[config.mk]
export PLATFORM = sky130hd
export DESIGN_NAME = alarm_clock_three_alarms_flat
export DESIGN_NICKNAME = d
export VERILOG_FILES = /design/src/rtl/core/alclk_pkg.sv /design/src/rtl/core/alclk_if.sv /design/src/rtl/core/alclk_core.sv /design/src/rtl/core/alclk_display.sv /design/src/rtl/core/alarm_clock_three_alarms.sv /design/src/flat_wrapper.sv
export SDC_FILE = /design/constraint.sdc
export NUM_CORES = 1
export LEC_CHECK = 0
export BUFFER_PORTS_ARGS = -buffer_cell sky130_fd_sc_hd__buf_2
export CAP_MARGIN = 30
export CORE_UTILIZATION = 30
export DETAILED_ROUTE_END_ITERATION = 7
export GPL_TIMING_DRIVEN = 0
export PLACE_DENSITY = 0.47
export SYNTH_ARGS = -nofsm -noshare
export SYNTH_HDL_FRONTEND = slang
export SYNTH_SLANG_ARGS = --single-unit
[constraint.sdc]
create_clock -name clk -period 5 [get_ports clk]
set_input_delay 0.5 -clock clk [delete_from_list [all_inputs] [get_ports clk]]
set_output_delay 0.5 -clock clk [all_outputs]
set_load 0.005 [all_outputs]
[src/rtl/core/alclk_pkg.sv]
// Package with the shared types and constants of the three-alarm clock.
`default_nettype none

package alclk_pkg;

  typedef enum logic [1:0] {
    OP_TIME_TICK  = 2'd0,
    OP_BLINK_TICK = 2'd1,
    OP_KEY_PRESS  = 2'd2,
    OP_NONE       = 2'd3
  } op_t;

  typedef enum logic [1:0] {
    KEY_SELECT    = 2'd0,
    KEY_ENABLE    = 2'd1,
    KEY_INCREMENT = 2'd2,
    KEY_VIEW      = 2'd3
  } key_t;

  typedef enum logic [1:0] {
    MODE_RUN         = 2'd0,
    MODE_SET_HOURS   = 2'd1,
    MODE_SET_MINUTES = 2'd2,
    MODE_SET_SECONDS = 2'd3
  } mode_t;

  localparam logic [1:0] CFG_TICKS_PER_SECOND  = 2'd0;
  localparam logic [1:0] CFG_BLINK_HALF_PERIOD = 2'd1;
  localparam logic [1:0] CFG_BEEP_HALF_PERIOD  = 2'd2;

  localparam logic [7:0] TICKS_PER_SECOND_RESET  = 8'd20;
  localparam logic [7:0] BLINK_HALF_PERIOD_RESET = 8'd10;
  localparam logic [7:0] BEEP_HALF_PERIOD_RESET  = 8'd5;

  localparam logic [4:0] HOURS_PER_DAY      = 5'd24;
  localparam logic [5:0] MINUTES_PER_HOUR   = 6'd60;
  localparam logic [5:0] SECONDS_PER_MINUTE = 6'd60;
  localparam logic [4:0] HOURS_RESET        = 5'd12;

  localparam logic [2:0] BLANK_NONE    = 3'b000;
  localparam logic [2:0] BLANK_HOURS   = 3'b001;
  localparam logic [2:0] BLANK_MINUTES = 3'b010;
  localparam logic [2:0] BLANK_SECONDS = 3'b100;

  typedef struct packed {
    logic [7:0] ticks_per_second;
    logic [7:0] blink_half_period;
    logic [7:0] beep_half_period;
  } cfg_t;

  typedef struct packed {
    op_t  op;
    key_t which_key;
  } step_t;

  typedef struct packed {
    logic [4:0] shown_hours;
    logic [5:0] shown_minutes;
    logic [5:0] shown_seconds;
    logic [2:0] blank_mask;
    logic       beep_on;
    logic       alarm_enable;
    logic [1:0] view_index;
    logic [1:0] set_mode;
  } result_t;

endpackage

`default_nettype wire

[src/rtl/core/alclk_if.sv]
// Handshake interfaces for the item, result and register write channels.
`default_nettype none

interface alclk_item_if;
  logic       valid;
  logic       ready;
  logic [1:0] op;
  logic [1:0] which_key;

  modport source (output valid, output op, output which_key, input ready);
  modport sink (input valid, input op, input which_key, output ready);
endinterface

interface alclk_result_if;
  logic       valid;
  logic       ready;
  logic [4:0] shown_hours;
  logic [5:0] shown_minutes;
  logic [5:0] shown_seconds;
  logic [2:0] blank_mask;
  logic       beep_on;
  logic       alarm_enable;
  logic [1:0] view_index;
  logic [1:0] set_mode;

  modport source (
    output valid, output shown_hours, output shown_minutes, output shown_seconds,
    output blank_mask, output beep_on, output alarm_enable, output view_index,
    output set_mode, input ready
  );
  modport sink (
    input valid, input shown_hours, input shown_minutes, input shown_seconds,
    input blank_mask, input beep_on, input alarm_enable, input view_index,
    input set_mode, output ready
  );
endinterface

interface alclk_cfg_if;
  logic       valid;
  logic       ready;
  logic [1:0] index;
  logic [7:0] data;

  modport source (output valid, output index, output data, input ready);
  modport sink (input valid, input index, input data, output ready);
endinterface

`default_nettype wire

[src/rtl/core/alclk_core.sv]
// Clock, alarm, blink and beep state registers with their next-state logic.
`default_nettype none

module alclk_core #(
  parameter int NUM_ALARMS = 3
) (
  input  wire                  clk,
  input  wire                  rst,
  input  wire                  advance,
  input  alclk_pkg::step_t     step,
  input  alclk_pkg::cfg_t      cfg,
  output logic [4:0]           hours_next,
  output logic [5:0]           minutes_next,
  output logic [5:0]           seconds_next,
  output alclk_pkg::mode_t     mode_next,
  output logic [1:0]           view_next,
  output logic                 enable_next,
  output logic [4:0]           alarm_hours_next [NUM_ALARMS],
  output logic [5:0]           alarm_minutes_next [NUM_ALARMS],
  output logic                 alarm_edit_next [NUM_ALARMS],
  output logic                 blink_phase_next,
  output logic                 beep_phase_next
);
  import alclk_pkg::*;

  localparam int IDX_W = (NUM_ALARMS > 1) ? $clog2(NUM_ALARMS) : 1;
  localparam logic [1:0] VIEW_MAX = 2'(NUM_ALARMS);

  logic [7:0] tick_count;
  logic [4:0] hours;
  logic [5:0] minutes;
  logic [5:0] seconds;
  mode_t      mode;
  logic [1:0] view;
  logic       enable;
  logic [4:0] alarm_hours [NUM_ALARMS];
  logic [5:0] alarm_minutes [NUM_ALARMS];
  logic       alarm_edit [NUM_ALARMS];
  logic [7:0] blink_count;
  logic       blink_phase;
  logic [7:0] beep_count;
  logic       beep_phase;

  logic [7:0] tick_count_next;
  logic [7:0] blink_count_next;
  logic [7:0] beep_count_next;

  logic [7:0] tick_inc;
  logic [7:0] blink_inc;
  logic [7:0] beep_inc;
  logic [5:0] sec_inc;
  logic [5:0] min_inc;
  logic [4:0] hour_inc;
  logic [5:0] sec_wrap;
  logic [5:0] min_wrap;
  logic [4:0] hour_wrap;
  logic       view_alarm;
  logic [IDX_W-1:0] sel;

  always_comb begin
    tick_inc   = tick_count + 8'd1;
    blink_inc  = blink_count + 8'd1;
    beep_inc   = beep_count + 8'd1;
    sec_inc    = seconds + 6'd1;
    min_inc    = minutes + 6'd1;
    hour_inc   = hours + 5'd1;
    sec_wrap   = (sec_inc >= SECONDS_PER_MINUTE) ? 6'd0 : sec_inc;
    min_wrap   = (min_inc >= MINUTES_PER_HOUR) ? 6'd0 : min_inc;
    hour_wrap  = (hour_inc >= HOURS_PER_DAY) ? 5'd0 : hour_inc;
    view_alarm = (view != 2'd0) && (view <= VIEW_MAX);
    sel        = IDX_W'(view - 2'd1);

    tick_count_next  = tick_count;
    hours_next       = hours;
    minutes_next     = minutes;
    seconds_next     = seconds;
    mode_next        = mode;
    view_next        = view;
    enable_next      = enable;
    blink_count_next = blink_count;
    blink_phase_next = blink_phase;
    beep_count_next  = beep_count;
    beep_phase_next  = beep_phase;
    for (int i = 0; i < NUM_ALARMS; i++) begin
      alarm_hours_next[i]   = alarm_hours[i];
      alarm_minutes_next[i] = alarm_minutes[i];
      alarm_edit_next[i]    = alarm_edit[i];
    end

    unique case (step.op)
      OP_TIME_TICK: begin
        if (mode == MODE_RUN) begin
          if (tick_inc >= cfg.ticks_per_second) begin
            tick_count_next = 8'd0;
            seconds_next    = sec_wrap;
            if (sec_wrap == 6'd0) begin
              minutes_next = min_wrap;
              if (min_wrap == 6'd0) begin
                hours_next = hour_wrap;
              end
            end
          end else begin
            tick_count_next = tick_inc;
          end
        end
      end
      OP_BLINK_TICK: begin
        if (blink_inc >= cfg.blink_half_period) begin
          blink_count_next = 8'd0;
          blink_phase_next = ~blink_phase;
        end else begin
          blink_count_next = blink_inc;
        end
        if (beep_inc >= cfg.beep_half_period) begin
          beep_count_next = 8'd0;
          beep_phase_next = ~beep_phase;
        end else begin
          beep_count_next = beep_inc;
        end
      end
      OP_KEY_PRESS: begin
        unique case (step.which_key)
          KEY_SELECT: begin
            if (view == 2'd0) begin
              mode_next = mode_t'(mode + 2'd1);
            end else if (view_alarm && mode == MODE_RUN) begin
              for (int i = 0; i < NUM_ALARMS; i++) begin
                if (sel == IDX_W'(i)) begin
                  alarm_edit_next[i] = ~alarm_edit[i];
                end
              end
            end
          end
          KEY_ENABLE: begin
            enable_next = ~enable;
          end
          KEY_INCREMENT: begin
            if (view == 2'd0) begin
              unique case (mode)
                MODE_SET_HOURS:   hours_next = hour_wrap;
                MODE_SET_MINUTES: minutes_next = min_wrap;
                MODE_SET_SECONDS: seconds_next = sec_wrap;
                MODE_RUN: begin
                end
              endcase
            end else if (view_alarm && mode == MODE_RUN) begin
              for (int i = 0; i < NUM_ALARMS; i++) begin
                if (sel == IDX_W'(i)) begin
                  if (alarm_edit[i]) begin
                    alarm_minutes_next[i] = (alarm_minutes[i] + 6'd1 >= MINUTES_PER_HOUR) ?
                                            6'd0 : alarm_minutes[i] + 6'd1;
                  end else begin
                    alarm_hours_next[i] = (alarm_hours[i] + 5'd1 >= HOURS_PER_DAY) ?
                                          5'd0 : alarm_hours[i] + 5'd1;
                  end
                end
              end
            end
          end
          KEY_VIEW: begin
            if (mode == MODE_RUN) begin
              view_next = (view >= VIEW_MAX) ? 2'd0 : view + 2'd1;
            end
          end
        endcase
      end
      OP_NONE: begin
      end
    endcase
  end

  always_ff @(posedge clk) begin
    if (rst) begin
      tick_count  <= 8'd0;
      hours       <= HOURS_RESET;
      minutes     <= 6'd0;
      seconds     <= 6'd0;
      mode        <= MODE_RUN;
      view        <= 2'd0;
      enable      <= 1'b0;
      blink_count <= 8'd0;
      blink_phase <= 1'b0;
      beep_count  <= 8'd0;
      beep_phase  <= 1'b0;
      for (int i = 0; i < NUM_ALARMS; i++) begin
        alarm_hours[i]   <= 5'd0;
        alarm_minutes[i] <= 6'd0;
        alarm_edit[i]    <= 1'b0;
      end
    end else if (advance) begin
      tick_count  <= tick_count_next;
      hours       <= hours_next;
      minutes     <= minutes_next;
      seconds     <= seconds_next;
      mode        <= mode_next;
      view        <= view_next;
      enable      <= enable_next;
      blink_count <= blink_count_next;
      blink_phase <= blink_phase_next;
      beep_count  <= beep_count_next;
      beep_phase  <= beep_phase_next;
      for (int i = 0; i < NUM_ALARMS; i++) begin
        alarm_hours[i]   <= alarm_hours_next[i];
        alarm_minutes[i] <= alarm_minutes_next[i];
        alarm_edit[i]    <= alarm_edit_next[i];
      end
    end
  end

endmodule

`default_nettype wire

[src/rtl/core/alclk_display.sv]
// Display selection, blink blanking and alarm match for one result.
`default_nettype none

module alclk_display #(
  parameter int NUM_ALARMS = 3
) (
  input  wire  [4:0]          hours,
  input  wire  [5:0]          minutes,
  input  wire  [5:0]          seconds,
  input  alclk_pkg::mode_t    mode,
  input  wire  [1:0]          view,
  input  wire                 enable,
  input  wire  [4:0]          alarm_hours [NUM_ALARMS],
  input  wire  [5:0]          alarm_minutes [NUM_ALARMS],
  input  wire                 alarm_edit [NUM_ALARMS],
  input  wire                 blink_phase,
  input  wire                 beep_phase,
  output alclk_pkg::result_t  res
);
  import alclk_pkg::*;

  localparam int IDX_W = (NUM_ALARMS > 1) ? $clog2(NUM_ALARMS) : 1;
  localparam logic [1:0] VIEW_MAX = 2'(NUM_ALARMS);

  logic             view_alarm;
  logic [IDX_W-1:0] sel;
  logic             match;
  logic [4:0]       sh;
  logic [5:0]       sm;
  logic             edit_minute;
  logic [2:0]       mask;

  always_comb begin
    view_alarm  = (view != 2'd0) && (view <= VIEW_MAX);
    sel         = IDX_W'(view - 2'd1);
    sh          = hours;
    sm          = minutes;
    edit_minute = 1'b0;
    match       = 1'b0;
    for (int i = 0; i < NUM_ALARMS; i++) begin
      if (view_alarm && sel == IDX_W'(i)) begin
        sh          = alarm_hours[i];
        sm          = alarm_minutes[i];
        edit_minute = alarm_edit[i];
      end
      if (alarm_hours[i] == hours && alarm_minutes[i] == minutes) begin
        match = 1'b1;
      end
    end

    mask = BLANK_NONE;
    if (!blink_phase) begin
      if (view_alarm) begin
        mask = edit_minute ? BLANK_MINUTES : BLANK_HOURS;
      end else if (view == 2'd0) begin
        unique case (mode)
          MODE_SET_HOURS:   mask = BLANK_HOURS;
          MODE_SET_MINUTES: mask = BLANK_MINUTES;
          MODE_SET_SECONDS: mask = BLANK_SECONDS;
          MODE_RUN:         mask = BLANK_NONE;
        endcase
      end
    end

    res.shown_hours   = sh;
    res.shown_minutes = sm;
    res.shown_seconds = seconds;
    res.blank_mask    = mask;
    res.beep_on       = enable && match && !beep_phase;
    res.alarm_enable  = enable;
    res.view_index    = view;
    res.set_mode      = mode;
  end

endmodule

`default_nettype wire

[src/rtl/core/alarm_clock_three_alarms.sv]
// Top level of the 24-hour clock with shared-enable alarms.
// An accepted input transaction is held in the input register; its result is then captured in the result register.
// Throughput: one transaction per cycle; the input register and the result register
// form a two-stage pipeline that stalls only when the result is not taken.
// Reset (rst, synchronous): clock at 12:00:00, run mode, clock view, alarms at 00:00
// and disabled, counters cleared, registers at 20, 10 and 5.
`default_nettype none

module alarm_clock_three_alarms #(
  parameter int NUM_ALARMS = 3
) (
  input  wire             clk,
  input  wire             rst,
  alclk_item_if.sink      item,
  alclk_result_if.source  result,
  alclk_cfg_if.sink       cfg
);
  import alclk_pkg::*;

  cfg_t    ctrl;
  logic    s1_valid;
  step_t   s1_step;
  logic    out_valid;
  result_t out_data;

  logic    s2_ready;
  logic    advance;
  result_t res;

  logic [4:0] hours_next;
  logic [5:0] minutes_next;
  logic [5:0] seconds_next;
  mode_t      mode_next;
  logic [1:0] view_next;
  logic       enable_next;
  logic [4:0] alarm_hours_next [NUM_ALARMS];
  logic [5:0] alarm_minutes_next [NUM_ALARMS];
  logic       alarm_edit_next [NUM_ALARMS];
  logic       blink_phase_next;
  logic       beep_phase_next;

  assign cfg.ready  = 1'b1;
  assign s2_ready   = !out_valid || result.ready;
  assign item.ready = !s1_valid || s2_ready;
  assign advance    = s1_valid && s2_ready;

  always_ff @(posedge clk) begin
    if (rst) begin
      ctrl.ticks_per_second  <= TICKS_PER_SECOND_RESET;
      ctrl.blink_half_period <= BLINK_HALF_PERIOD_RESET;
      ctrl.beep_half_period  <= BEEP_HALF_PERIOD_RESET;
    end else if (cfg.valid) begin
      unique case (cfg.index)
        CFG_TICKS_PER_SECOND:  ctrl.ticks_per_second <= cfg.data;
        CFG_BLINK_HALF_PERIOD: ctrl.blink_half_period <= cfg.data;
        CFG_BEEP_HALF_PERIOD:  ctrl.beep_half_period <= cfg.data;
        default: begin
        end
      endcase
    end
  end

  always_ff @(posedge clk) begin
    if (rst) begin
      s1_valid <= 1'b0;
    end else if (item.ready) begin
      s1_valid <= item.valid;
    end
  end

  always_ff @(posedge clk) begin
    if (item.ready && item.valid) begin
      s1_step.op        <= op_t'(item.op);
      s1_step.which_key <= key_t'(item.which_key);
    end
  end

  alclk_core #(
    .NUM_ALARMS(NUM_ALARMS)
  ) u_core (
    .clk               (clk),
    .rst               (rst),
    .advance           (advance),
    .step              (s1_step),
    .cfg               (ctrl),
    .hours_next        (hours_next),
    .minutes_next      (minutes_next),
    .seconds_next      (seconds_next),
    .mode_next         (mode_next),
    .view_next         (view_next),
    .enable_next       (enable_next),
    .alarm_hours_next  (alarm_hours_next),
    .alarm_minutes_next(alarm_minutes_next),
    .alarm_edit_next   (alarm_edit_next),
    .blink_phase_next  (blink_phase_next),
    .beep_phase_next   (beep_phase_next)
  );

  alclk_display #(
    .NUM_ALARMS(NUM_ALARMS)
  ) u_display (
    .hours        (hours_next),
    .minutes      (minutes_next),
    .seconds      (seconds_next),
    .mode         (mode_next),
    .view         (view_next),
    .enable       (enable_next),
    .alarm_hours  (alarm_hours_next),
    .alarm_minutes(alarm_minutes_next),
    .alarm_edit   (alarm_edit_next),
    .blink_phase  (blink_phase_next),
    .beep_phase   (beep_phase_next),
    .res          (res)
  );

  always_ff @(posedge clk) begin
    if (rst) begin
      out_valid <= 1'b0;
    end else if (s2_ready) begin
      out_valid <= s1_valid;
    end
  end

  always_ff @(posedge clk) begin
    if (advance) begin
      out_data <= res;
    end
  end

  assign result.valid         = out_valid;
  assign result.shown_hours   = out_data.shown_hours;
  assign result.shown_minutes = out_data.shown_minutes;
  assign result.shown_seconds = out_data.shown_seconds;
  assign result.blank_mask    = out_data.blank_mask;
  assign result.beep_on       = out_data.beep_on;
  assign result.alarm_enable  = out_data.alarm_enable;
  assign result.view_index    = out_data.view_index;
  assign result.set_mode      = out_data.set_mode;

  // A stalled transaction in the input register waits there unchanged.
  assert property (@(posedge clk) disable iff (rst)
    s1_valid && !s2_ready |=> s1_valid && $stable(s1_step))
    else $error("input register lost or changed a stalled transaction");

  // Shown time fields stay inside their ranges.
  assert property (@(posedge clk) disable iff (rst)
    out_valid |-> (out_data.shown_hours < HOURS_PER_DAY) &&
                  (out_data.shown_minutes < MINUTES_PER_HOUR) &&
                  (out_data.shown_seconds < SECONDS_PER_MINUTE))
    else $error("shown time field out of range");

  // A set mode is only entered from the clock view, and the view cannot move in a set mode.
  assert property (@(posedge clk) disable iff (rst)
    out_valid && (out_data.set_mode != MODE_RUN) |-> (out_data.view_index == 2'd0))
    else $error("set mode active outside the clock view");

  // At most one digit pair blinks at a time.
  assert property (@(posedge clk) disable iff (rst)
    out_valid |-> $onehot0(out_data.blank_mask))
    else $error("more than one pair blanked");

endmodule

`default_nettype wire

[src/flat_wrapper.sv]
// flat-port wrapper written by rule: the top's interface ports become plain ports
module alarm_clock_three_alarms_flat import alclk_pkg::*;
#(
  parameter int NUM_ALARMS = 3
)
  (clk, rst, item_valid, item_op, item_which_key, item_ready, result_valid, result_shown_hours, result_shown_minutes, result_shown_seconds, result_blank_mask, result_beep_on, result_alarm_enable, result_view_index, result_set_mode, result_ready, cfg_valid, cfg_index, cfg_data, cfg_ready);
  alclk_item_if item_i ();
  alclk_result_if result_i ();
  alclk_cfg_if cfg_i ();
  input  wire clk;
  input  wire rst;
  input wire logic [$bits(item_i.valid)-1:0] item_valid;
  input wire logic [$bits(item_i.op)-1:0] item_op;
  input wire logic [$bits(item_i.which_key)-1:0] item_which_key;
  output wire logic [$bits(item_i.ready)-1:0] item_ready;
  output wire logic [$bits(result_i.valid)-1:0] result_valid;
  output wire logic [$bits(result_i.shown_hours)-1:0] result_shown_hours;
  output wire logic [$bits(result_i.shown_minutes)-1:0] result_shown_minutes;
  output wire logic [$bits(result_i.shown_seconds)-1:0] result_shown_seconds;
  output wire logic [$bits(result_i.blank_mask)-1:0] result_blank_mask;
  output wire logic [$bits(result_i.beep_on)-1:0] result_beep_on;
  output wire logic [$bits(result_i.alarm_enable)-1:0] result_alarm_enable;
  output wire logic [$bits(result_i.view_index)-1:0] result_view_index;
  output wire logic [$bits(result_i.set_mode)-1:0] result_set_mode;
  input wire logic [$bits(result_i.ready)-1:0] result_ready;
  input wire logic [$bits(cfg_i.valid)-1:0] cfg_valid;
  input wire logic [$bits(cfg_i.index)-1:0] cfg_index;
  input wire logic [$bits(cfg_i.data)-1:0] cfg_data;
  output wire logic [$bits(cfg_i.ready)-1:0] cfg_ready;
  assign item_i.valid = item_valid;
  assign item_i.op = item_op;
  assign item_i.which_key = item_which_key;
  assign item_ready = item_i.ready;
  assign result_valid = result_i.valid;
  assign result_shown_hours = result_i.shown_hours;
  assign result_shown_minutes = result_i.shown_minutes;
  assign result_shown_seconds = result_i.shown_seconds;
  assign result_blank_mask = result_i.blank_mask;
  assign result_beep_on = result_i.beep_on;
  assign result_alarm_enable = result_i.alarm_enable;
  assign result_view_index = result_i.view_index;
  assign result_set_mode = result_i.set_mode;
  assign result_i.ready = result_ready;
  assign cfg_i.valid = cfg_valid;
  assign cfg_i.index = cfg_index;
  assign cfg_i.data = cfg_data;
  assign cfg_ready = cfg_i.ready;
  alarm_clock_three_alarms #(.NUM_ALARMS(NUM_ALARMS)) u_core (.clk(clk), .rst(rst), .item(item_i), .result(result_i), .cfg(cfg_i));
endmodule
==> out/results.tsv <==
metric	value	unit
ys_warn_count	0	
cts_buffers	17	
synth-edff-count	66	
ys_seq_elements	140	
cts_tree	done	
hp-start	item_which_key[1]	
coreArea	28900	sq um
clock_latency	0.43	ns
area.growth.synth_to_final	15.1	%
fill_cells	2996	
ys.flop_type	dfxtp_1	
wl	23700	um
dieWidth	174	um
vias_per_cell	4.95	
fin_tns_setup	0	ns
vdd_drop_max	0.000164	V
arrival	4.92	ns
rsz0062_at_grt	false	
dr.pass1.iters	7	
syn_avg_cell_area	8.59	sq um
clkTransAtPathRegs	0.07	ns
synth_area	8880	sq um
drcViolationCount	0	
use_met1	22.4	%
gp_congestion	0.820	
synth_fp_nets	1097	
grt_util_all_layers	16.0	%
ff_latch_area	3460	sq um
hold_class	in -> reg	
gr-total-overflow	0	
end_kind	register	
crit_start	u_core.u_core.tick_count[2]	
post_cts_resized	0	
synthArstFlopShare	0	%
root_buffer	clkbuf_16	
start_kind	register	
worstPathRequired	5.28	ns
path_delay_family	compound AO/OA/AOI/OAI gates	
cts_setup_buffers	0	
multiInputGateArea	5040	sq um
final_util	35.3	%
via_count	7410	
hold_violations	0	
dieArea	30300	sq um
gr-usage-met3	2.54	%
cp_num_cells	15	
final_net_count	1165	
synth-seq-area-share	39.0	%
htreeDepth	4	
worst_pin_slew	0.758	ns
setup_viol	0	
io_buffers	46	
start_util	30.7	%
fin_crit_sh	92.8	%
ios	48	
dpl_cell_area	9640	sq um
detail-route-antenna-nets	0	
postCtsHoldBufs	0	
finClkSkew	0.0130	ns
critPathMaxStageDelay	0.59	ns
p_leak	4.11	nW
crit_buf_inv	1	
maxSlewViolCount	0	
r2r_cells	15	
busiest_layer	met2	
ctsLongestPathBuffers	2	
pwr_density_cell	288	nW/um^2
critPathMaxFanout	9	
dp_hpwl	17700	um
cts.sinks	140	
synth_cell_types	75	
stdcell_area	10200	sq um
grt_pass1_wl	38000	um
synthCells	1033	
maxCapViolCount	0	
rows	62	
worst_path_max_delay_cell	mux2i_1	
path_class	reg -> reg	
use_met2	25.4	%
fin_crit	4.64	ns
routedWlPerCell	15.8	um
fp.dieH	174	um
drtIter0Drc	487	
timing.fmax	215	MHz
reg2reg_from	u_core.u_core.tick_count[2]	
grt_max_degree	33	
antenna_found_initial	0	
status	complete, no violations	
grt_pass1_vias	6926	
holdPathStages	1	
final_layout_size_suffix_gt1_share	10.2	%
crit_chain	and3_1 -> and3_1 -> nand3_1 -> xnor2_1 -> ha_1 -> a211oi_1 -> o221ai_1 -> a21oi_1 -> or2_1 -> buf_6 -> mux2i_1 -> xnor2_1 -> nand4_1 -> nor4_1 -> o311a_1	
slew_headroom	49.5	%
n_antenna_cell	0	
==> cell usage after synthesis, types with 6 or more instances <==
cell type	count	share of area [%]
edfxtp_1	66	22
ha_1	45	6.3
o31ai_1	6	0.51
mux2i_1	26	2.9
nor2b_1	20	1.4
nand2b_1	22	1.6
o211ai_1	7	0.59
nor2_1	133	5.6
clkbuf_1	37	1.6
nand2_1	107	4.5
nand3b_1	12	1.0
xor2_1	35	3.5
inv_1	51	2.2
dfxtp_1	74	17
a22oi_1	6	0.51
nand4_1	11	0.78
and3_1	19	1.3
o21ai_0	59	3.3
xnor2_1	37	3.7
nand3_1	48	2.7
nor3_1	17	0.96
a21o_1	18	1.5
a21oi_1	62	3.5
a211o_1	7	0.69
or3_1	6	0.42
a211oi_1	11	0.93
==> cell usage in the layout, fill, tap and decap left out, types with 5 or more instances in the layout <==
master / synthesis / routed
edfxtp_1: 66 / 66
a21oi_1: 62 / 62
xor2_1: 35 / 35
clkbuf_1: 37 / 36
inv_1: 51 / 51
or2_2: 5 / 5
o21a_1: 5 / 5
nor3_1: 17 / 17
nand3b_1: 12 / 12
a22oi_1: 6 / 6
o211ai_1: 7 / 7
a21o_1: 18 / 18
clkbuf_16: 0 / 17
xnor2_1: 37 / 37
ha_1: 45 / 45
dfxtp_1: 74 / 74
o21ai_0: 59 / 59
nand3_1: 48 / 48
a211oi_1: 11 / 11
nand2b_1: 22 / 21
nand2_1: 107 / 107
nor4_1: 5 / 5
or3_1: 6 / 6
mux2i_1: 26 / 26
and3_1: 19 / 19
nor2_1: 133 / 133
buf_2: 4 / 51
and2_1: 5 / 5
o31ai_1: 6 / 6
a211o_1: 7 / 7
nor2b_1: 20 / 20
o21ai_1: 5 / 5
nand4_1: 11 / 11
==> area by class of cell <==
cell class / instances / share of cell area [%]
inverter: 51 / 1.87
timing repair buffer: 49 / 2.69
buffer: 44 / 1.83
tap: 384 / 4.70
sequential: 140 / 33.9
clock inverter: 15 / 1.49
multi-input combinational: 798 / 49.3
clock buffer: 17 / 4.16
==> per-layer routing <==
| metal | up-vias | wire, um |
|---|---|---|
| met4 | 0 | 267 |
| li1 | 3792 | - |
| met3 | 20 | 624 |
| met1 | 3478 | 12000 |
| met2 | 120 | 10800 |
| met5 | - | 0 |
==> worst paths after layout <==
kind,endpoint,slack (ns)
worst max-delay path,u_core.result.beep_on,0.36
worst min-delay path,u_core.s1_step[1],0.24
worst max register to register,u_core.result.beep_on,0.36
worst min register to register,u_core.u_core.blink_count[7],0.47
==> stage by stage <==
stage          total power [mW]  worst slack (ns)  hold slack, ns  cells
3_5_place_dp               1.69             0.397           0.463   1466
4_1_cts                    2.97             0.356           0.225   1498
3_3_place_gp               1.69             0.410           0.454   1463
5_1_grt                    3.08           0.00378           0.220   1498
2_1_floorplan              1.56              1.33           0.440   1033
6_report                   2.94             0.358           0.241   1498
==> flip-flops by register name, summed over array words and instances, names as in the netlist, 2 cells and up <==
| name | count |
|---|---|
| u_core.ctrl | 24 |
| u_core.u_core.alarm_minutes | 18 |
| u_core.u_core.alarm_hours | 15 |
| u_core.u_core.beep_count | 8 |
| u_core.u_core.blink_count | 8 |
| u_core.u_core.tick_count | 8 |
| u_core.result.shown_minutes | 6 |
| u_core.result.shown_seconds | 6 |
| u_core.u_core.minutes | 6 |
| u_core.u_core.seconds | 6 |
| u_core.result.shown_hours | 5 |
| u_core.u_core.hours | 5 |
| u_core.s1_step | 4 |
| u_core.result.blank_mask | 3 |
| u_core.u_core.alarm_edit | 3 |
| u_core.result.set_mode | 2 |
| u_core.result.view_index | 2 |
| u_core.u_core.mode | 2 |
| u_core.u_core.view | 2 |
==> power by group <==
part           total (mW)  switching (mW)  internal (mW)  leakage (nW)
logic               0.361           0.226          0.135          2.54
registers            1.30          0.0431           1.26          1.27
clock network        1.28           0.575          0.705         0.291
total                2.94           0.844           2.10          4.11
==> logic make-up (layout without fill, tap and decap cells) <==
logic type,count (synthesis),count (layout),synth area share [%]
simple gates,425,425,22.8
compound gates,225,225,16.9
flops,140,140,39.0
buf+inv,95,176,4.24
xor+xnor,72,72,7.10
fa+ha+maj,46,46,6.46
mux,29,29,3.44
other cells,1,1,0.0422
Note: power is estimated with default switching activity, not from simulation.
